--- src/sv/mipmapped_wavetable_oscillator_core_defines.svh ---
// assertion macros for the wavetable oscillator core
// no dependencies
`ifndef MIPMAPPED_WAVETABLE_OSCILLATOR_CORE_DEFINES_SVH
`define MIPMAPPED_WAVETABLE_OSCILLATOR_CORE_DEFINES_SVH
`define MWO_ASSERT_IMP(label, a, c, msg) \
    label: assert property (@(posedge clk) disable iff (!rst_n) (a) |-> (c)) else $error(msg);
`define MWO_ASSERT_NXT(label, a, c, msg) \
    label: assert property (@(posedge clk) disable iff (!rst_n) (a) |=> (c)) else $error(msg);
`endif

--- src/sv/mwo_pkg.sv ---
// shared codes and constants for the wavetable oscillator
// no dependencies
package mwo_pkg;
    localparam logic [1:0] ACT_WRITE  = 2'd0;
    localparam logic [1:0] ACT_RENDER = 2'd1;
    localparam logic [1:0] ACT_PHASE  = 2'd2;
    localparam logic [1:0] ACT_NOP    = 2'd3;
    localparam logic [1:0] REG_INC = 2'd0;
    localparam logic [1:0] REG_AMP = 2'd1;
    localparam logic [1:0] REG_MIPS = 2'd2;
    localparam logic [1:0] REG_LOAD = 2'd3;
    typedef struct packed {
        logic        start;
        logic [31:0] inc;
    } mip_req_t;
    typedef struct packed {
        logic        done;
        logic [16:0] pos;
    } mip_rsp_t;
endpackage

--- src/sv/mwo_mip_pos.sv ---
// iterative log2 of the phase increment, 12 fraction bits by squaring
// depends on mwo_pkg
module mwo_mip_pos
    import mwo_pkg::*;
#(
    parameter int TABLE_BITS = 11
)
(
    input  logic     clk,
    input  logic     rst_n,
    input  mip_req_t req,
    output mip_rsp_t rsp
);
    localparam int FB = 32 - TABLE_BITS;
    logic [31:0] m_reg, m_next;
    logic [11:0] frac_reg, frac_next;
    logic [4:0]  p_reg, p_next;
    logic [3:0]  cnt_reg, cnt_next;
    logic        busy_reg, busy_next, zero_reg, zero_next, done_reg, done_next;
    logic [63:0] sq;
    logic [4:0]  msb;
    logic [4:0]  ip;

    always_comb
    begin
        msb = 5'd0;
        for (int i = 0; i < 32; i++)
            if (req.inc[i]) msb = 5'(i);
    end

    assign sq = {32'd0, m_reg} * {32'd0, m_reg};

    always_comb
    begin
        m_next = m_reg; frac_next = frac_reg; p_next = p_reg; cnt_next = cnt_reg;
        busy_next = busy_reg; zero_next = zero_reg; done_next = 1'b0;
        if (req.start)
        begin
            m_next = req.inc << (5'd31 - msb);
            p_next = msb; cnt_next = 4'd0; frac_next = 12'd0; busy_next = 1'b1;
            zero_next = (req.inc < (32'd1 << FB));
        end
        else if (busy_reg)
        begin
            frac_next = {frac_reg[10:0], sq[63]};
            m_next = sq[63] ? sq[63:32] : sq[62:31];
            cnt_next = cnt_reg + 4'd1;
            if (cnt_reg == 4'd11)
            begin
                busy_next = 1'b0; done_next = 1'b1;
            end
        end
    end

    always_ff @(posedge clk or negedge rst_n)
    begin
        if (!rst_n)
        begin
            busy_reg <= 1'b0; done_reg <= 1'b0; cnt_reg <= '0;
        end
        else
        begin
            busy_reg <= busy_next; done_reg <= done_next; cnt_reg <= cnt_next;
        end
    end

    always_ff @(posedge clk)
    begin
        m_reg <= m_next; frac_reg <= frac_next; p_reg <= p_next; zero_reg <= zero_next;
    end

    assign ip = p_reg - 5'(FB);
    assign rsp.done = done_reg;
    assign rsp.pos = zero_reg ? 17'd0 : {ip, frac_reg};
endmodule
--- config.mk ---
export PLATFORM = sky130hd
export DESIGN_NAME = mwo_mip_pos
export DESIGN_NICKNAME = d
export VERILOG_FILES = /design/src/sv/mipmapped_wavetable_oscillator_core_defines.svh /design/src/sv/mwo_pkg.sv /design/src/sv/mwo_mip_pos.sv
export SDC_FILE = /design/constraint.sdc
export NUM_CORES = 2
export LEC_CHECK = 0
export ABC_CLOCK_PERIOD_IN_PS = 25200
export BUFFER_PORTS_ARGS = -buffer_cell sky130_fd_sc_hd__buf_2
export CELL_PAD_IN_SITES_DETAIL_PLACEMENT = 0
export CELL_PAD_IN_SITES_GLOBAL_PLACEMENT = 2
export CORE_ASPECT_RATIO = 1.4
export CORE_MARGIN = 2
export CORE_UTILIZATION = 30
export CTS_CLUSTER_DIAMETER = 50
export DETAILED_ROUTE_END_ITERATION = 8
export MAX_ROUTING_LAYER = met4
export PLACE_DENSITY = 0.72
export SYNTH_ARGS = -nofsm -noshare
export SYNTH_HDL_FRONTEND = slang
export SYNTH_SLANG_ARGS = --single-unit
--- constraint.sdc ---
create_clock -name clk -period 25.2 [get_ports clk]
set_clock_uncertainty 0.05 [all_clocks]
set_input_delay 2.52 -clock clk [delete_from_list [all_inputs] [get_ports clk]]
set_output_delay 2.52 -clock clk [all_outputs]
set_load 0.03 [all_outputs]
==> impl_summary.md <==
Outcome
The flow ran to the end, and the final reports show no timing, DRC or antenna violations.

Floorplanning
The die area is 113000 um2. In this run the horizontal extent of the chip is 284 um. The initial core utilization is 30.3%. The core region is 109000 um2. The initialized floorplan defines 143 standard-cell rows. The I/O pin count is 53. The chip height is 396 um.

Global routing
The layer flagged by global routing as most heavily used is met2. The global-route usage over all layers is 18.4%. The largest net degree at the start of global routing is 61. The met1 track demand over resource in global routing is 19.8%. The via count of the first global-routing pass was 26.5k. The met3 usage in global routing is 1.12%. The initial antenna violation count was 3. The first-pass GRT wire length is 153 mm. The met2 track demand over resource is 35.9%. After global routing the overflow that remains totals 0.

Place
The placed standard-cell area is 34800 um2. The half-perimeter wire length of the detailed placement result is 77.7 mm. At the end of routability-driven placement, the weighted congestion stood at 0.851. The quantity of I/O buffers inserted on ports is 52.

Yosys
After synthesis, the cell types taking the most area are sky130_fd_sc_hd__fa_1 48%, sky130_fd_sc_hd__ha_1 11%, sky130_fd_sc_hd__inv_1 11%. The cell area after synthesis is 33000 um2. The average instance in the mapped netlist occupies 9.35 um2. The synthesized design spends more area on one cell type than any other, namely sky130_fd_sc_hd__fa_1. The fraction of the yosys area taken by sequential cells is 4.65%. The most used flip-flop cell after synthesis is sky130_fd_sc_hd__edfxtp_1.

The post-synthesis cell count is 3523. Of the post-synthesis cell area, the dominant cell type holds 48.1%. The synthesis-stage register bit count is 56.

sky130_fd_sc_hd__inv_1 is the most common cell in the netlist. Counting flops with a built-in enable in the synthesized netlist gives 38. The commonest cells after synthesis are 996 x sky130_fd_sc_hd__inv_1, 791 x sky130_fd_sc_hd__fa_1, 303 x sky130_fd_sc_hd__nand2_1. The number of different library cells used by synthesis comes to 79. The number of warning messages in the yosys log is 0. In the synthesized netlist the async set-or-reset flop fraction comes to 10.7%.

The number of nets handed over by synthesis was 4649.

Final layout
After routing the design area is 34900 um2. The number of filler cells placed in the layout is 11.6k. The count of antenna diodes in the layout is 0. The multi-input combinational cells in the finished layout cover a total of 27100 um2. The total area of sequential cells is 1530 um2.

In the final design database the tool counted 4608 nets. The register with the most flip-flops in the layout has 32 of them. The fraction of final layout cells with drive strength greater than 1 is 4.11%. The area growth from synthesis to layout is 6.05%.

Route
The total vias in the final route is 22.8k. The detail-routed via count per cell is 4.62. The detail-routed net length per standard cell is 19.6 um. The total iterations of the first detailed-routing run is 6. The sum of routed wire length over all layers is 96.6 mm. The initial detailed-routing violation count is 943. The DRC violations left is 0. The count of nets left with antenna violations after detail routing is 0.

Critical path
At the worst endpoint, the arrival time is 10.49 ns. The critical path data required time is 25.20 ns. STA classifies the critical path startpoint as a flip-flop. The count of buffering cells on the critical path with inverters included is 4.

In this design, the critical path's most frequently occurring cell is sky130_fd_sc_hd__fa_1. The classification of the worst setup path is reg -> reg. The maximum fanout along the worst path is 26. The kind of capture point of the worst setup path is a flip-flop.

The cell with the biggest individual delay on the critical path is sky130_fd_sc_hd__o311ai_0. The largest single stage delay on the critical path is 0.70 ns. The gate family responsible for the most delay along the worst path is adder cells.

Run
Across the run, the number of max-cap violations was 0.

STA
On the final layout, the worst hold slack is 0.454 ns. The number of hold-slack violations in the final timing report was 0. The top achievable clock speed is 0.0953 GHz.

Summed over all failing endpoints, the final setup total negative slack is 0 ns. The minimum period implied by the final worst setup slack is 10.49 ns. The count of pins over their slew limit is 0. The worst path uses 41.6% of the clock period. Setup repair after global routing left no endpoint under its margin. The setup-violating endpoint count in the final report is 0.

Measured against its own limit, the worst slew margin works out to 15.3%. The worst-margin pin slew is 1.24 ns.

Clock tree
Buffers added to address setup during post-CTS repair amount to 0. For this design, the sink count on the clock tree is 56. After clock tree synthesis, the clock-pin slew on the worst setup and hold paths is 0.09 ns. Hold repair after CTS inserted 0 buffers. Post-CTS repair changed the size of 0 cells. The maximum buffer depth of the clock tree is 2. Clock tree synthesis selected as its root buffer the cell sky130_fd_sc_hd__clkbuf_16.

The later pin in the worst-skew pair is clocked with a latency of 0.32 ns. The H-tree was split into 2 levels. Buffers inserted during clock tree synthesis total 5. TritonCTS built the clock tree.

Worst hold path
The worst hold path belongs to the class reg -> reg.
## layer usage
layer	vias up	routed length (um)
met4	0	3580
met3	140	2600
li1	10400	-
met5	-	0
met2	413	55100
met1	11800	35400
## tightest hold or removal path, cell delays in order (launching register included)
cell	delay, ns
sky130_fd_sc_hd__dfxtp_1	0.33
sky130_fd_sc_hd__mux2i_1	0.06
sky130_fd_sc_hd__nor2_1	0.08
## area by class of cell
type | count | area share [%]
inverter | 998 | 10.7
clock buffer | 6 | 0.430
timing repair buffer | 92 | 1.60
tap | 1450 | 5.19
sequential | 56 | 4.38
clock inverter | 2 | 0.0501
multi-input combinational | 2329 | 77.6
## stage by stage
stage	instances	setup WS, ns	utilization [%]
after global placement	4925	14.55	32.0
after floorplan	3523	17.05	-
after detailed placement	4925	14.63	32.0
after global routing	4933	14.24	32.1
after CTS	4933	14.57	32.1
final	4933	14.71	32.1
## cells by family after synthesis
family                     synth area share, %
muxes                                     3.20
and+or+nand+nor                           11.6
buffers and inverters                     13.1
xor gates and xnor gates                  1.99
AOI/OAI and AO/OA                         6.06
DFF                                       4.65
adders and majority gates                 59.4
## path summary, 6_finish.rpt
path                            slack (ns)    startpoint      endpoint  cells past startpoint
worst max-delay path                 14.71     m_reg[16]     m_reg[16]                     25
worst min-delay path                  0.45  frac_reg[11]  frac_reg[11]                      2
worst max register to register       14.71     m_reg[16]     m_reg[16]                     25
worst min register to register        0.45  frac_reg[11]  frac_reg[11]                      2
max in group asynchronous            23.01         rst_n      busy_reg                      1
min in group asynchronous             1.95         rst_n    cnt_reg[1]                      1
## layout by cell type, fill, tap and decap left out, types with 26 or more instances in the layout
cell type	netlist	layout
sky130_fd_sc_hd__inv_1	996	996
sky130_fd_sc_hd__fa_1	791	791
sky130_fd_sc_hd__nand2_1	303	303
sky130_fd_sc_hd__ha_1	300	300
sky130_fd_sc_hd__and2_1	231	231
sky130_fd_sc_hd__nor2_1	111	111
sky130_fd_sc_hd__mux2i_1	93	93
sky130_fd_sc_hd__a21oi_1	57	57
sky130_fd_sc_hd__buf_2	10	52
sky130_fd_sc_hd__o21ai_0	43	43
sky130_fd_sc_hd__xor2_1	40	40
sky130_fd_sc_hd__buf_4	2	40
sky130_fd_sc_hd__edfxtp_1	38	38
sky130_fd_sc_hd__xnor2_1	35	35
sky130_fd_sc_hd__a21o_1	29	29
sky130_fd_sc_hd__nor2b_1	26	26
Power is not shown: default switching activity piles up to over one toggle a cycle in this logic, so the estimate is an artifact.
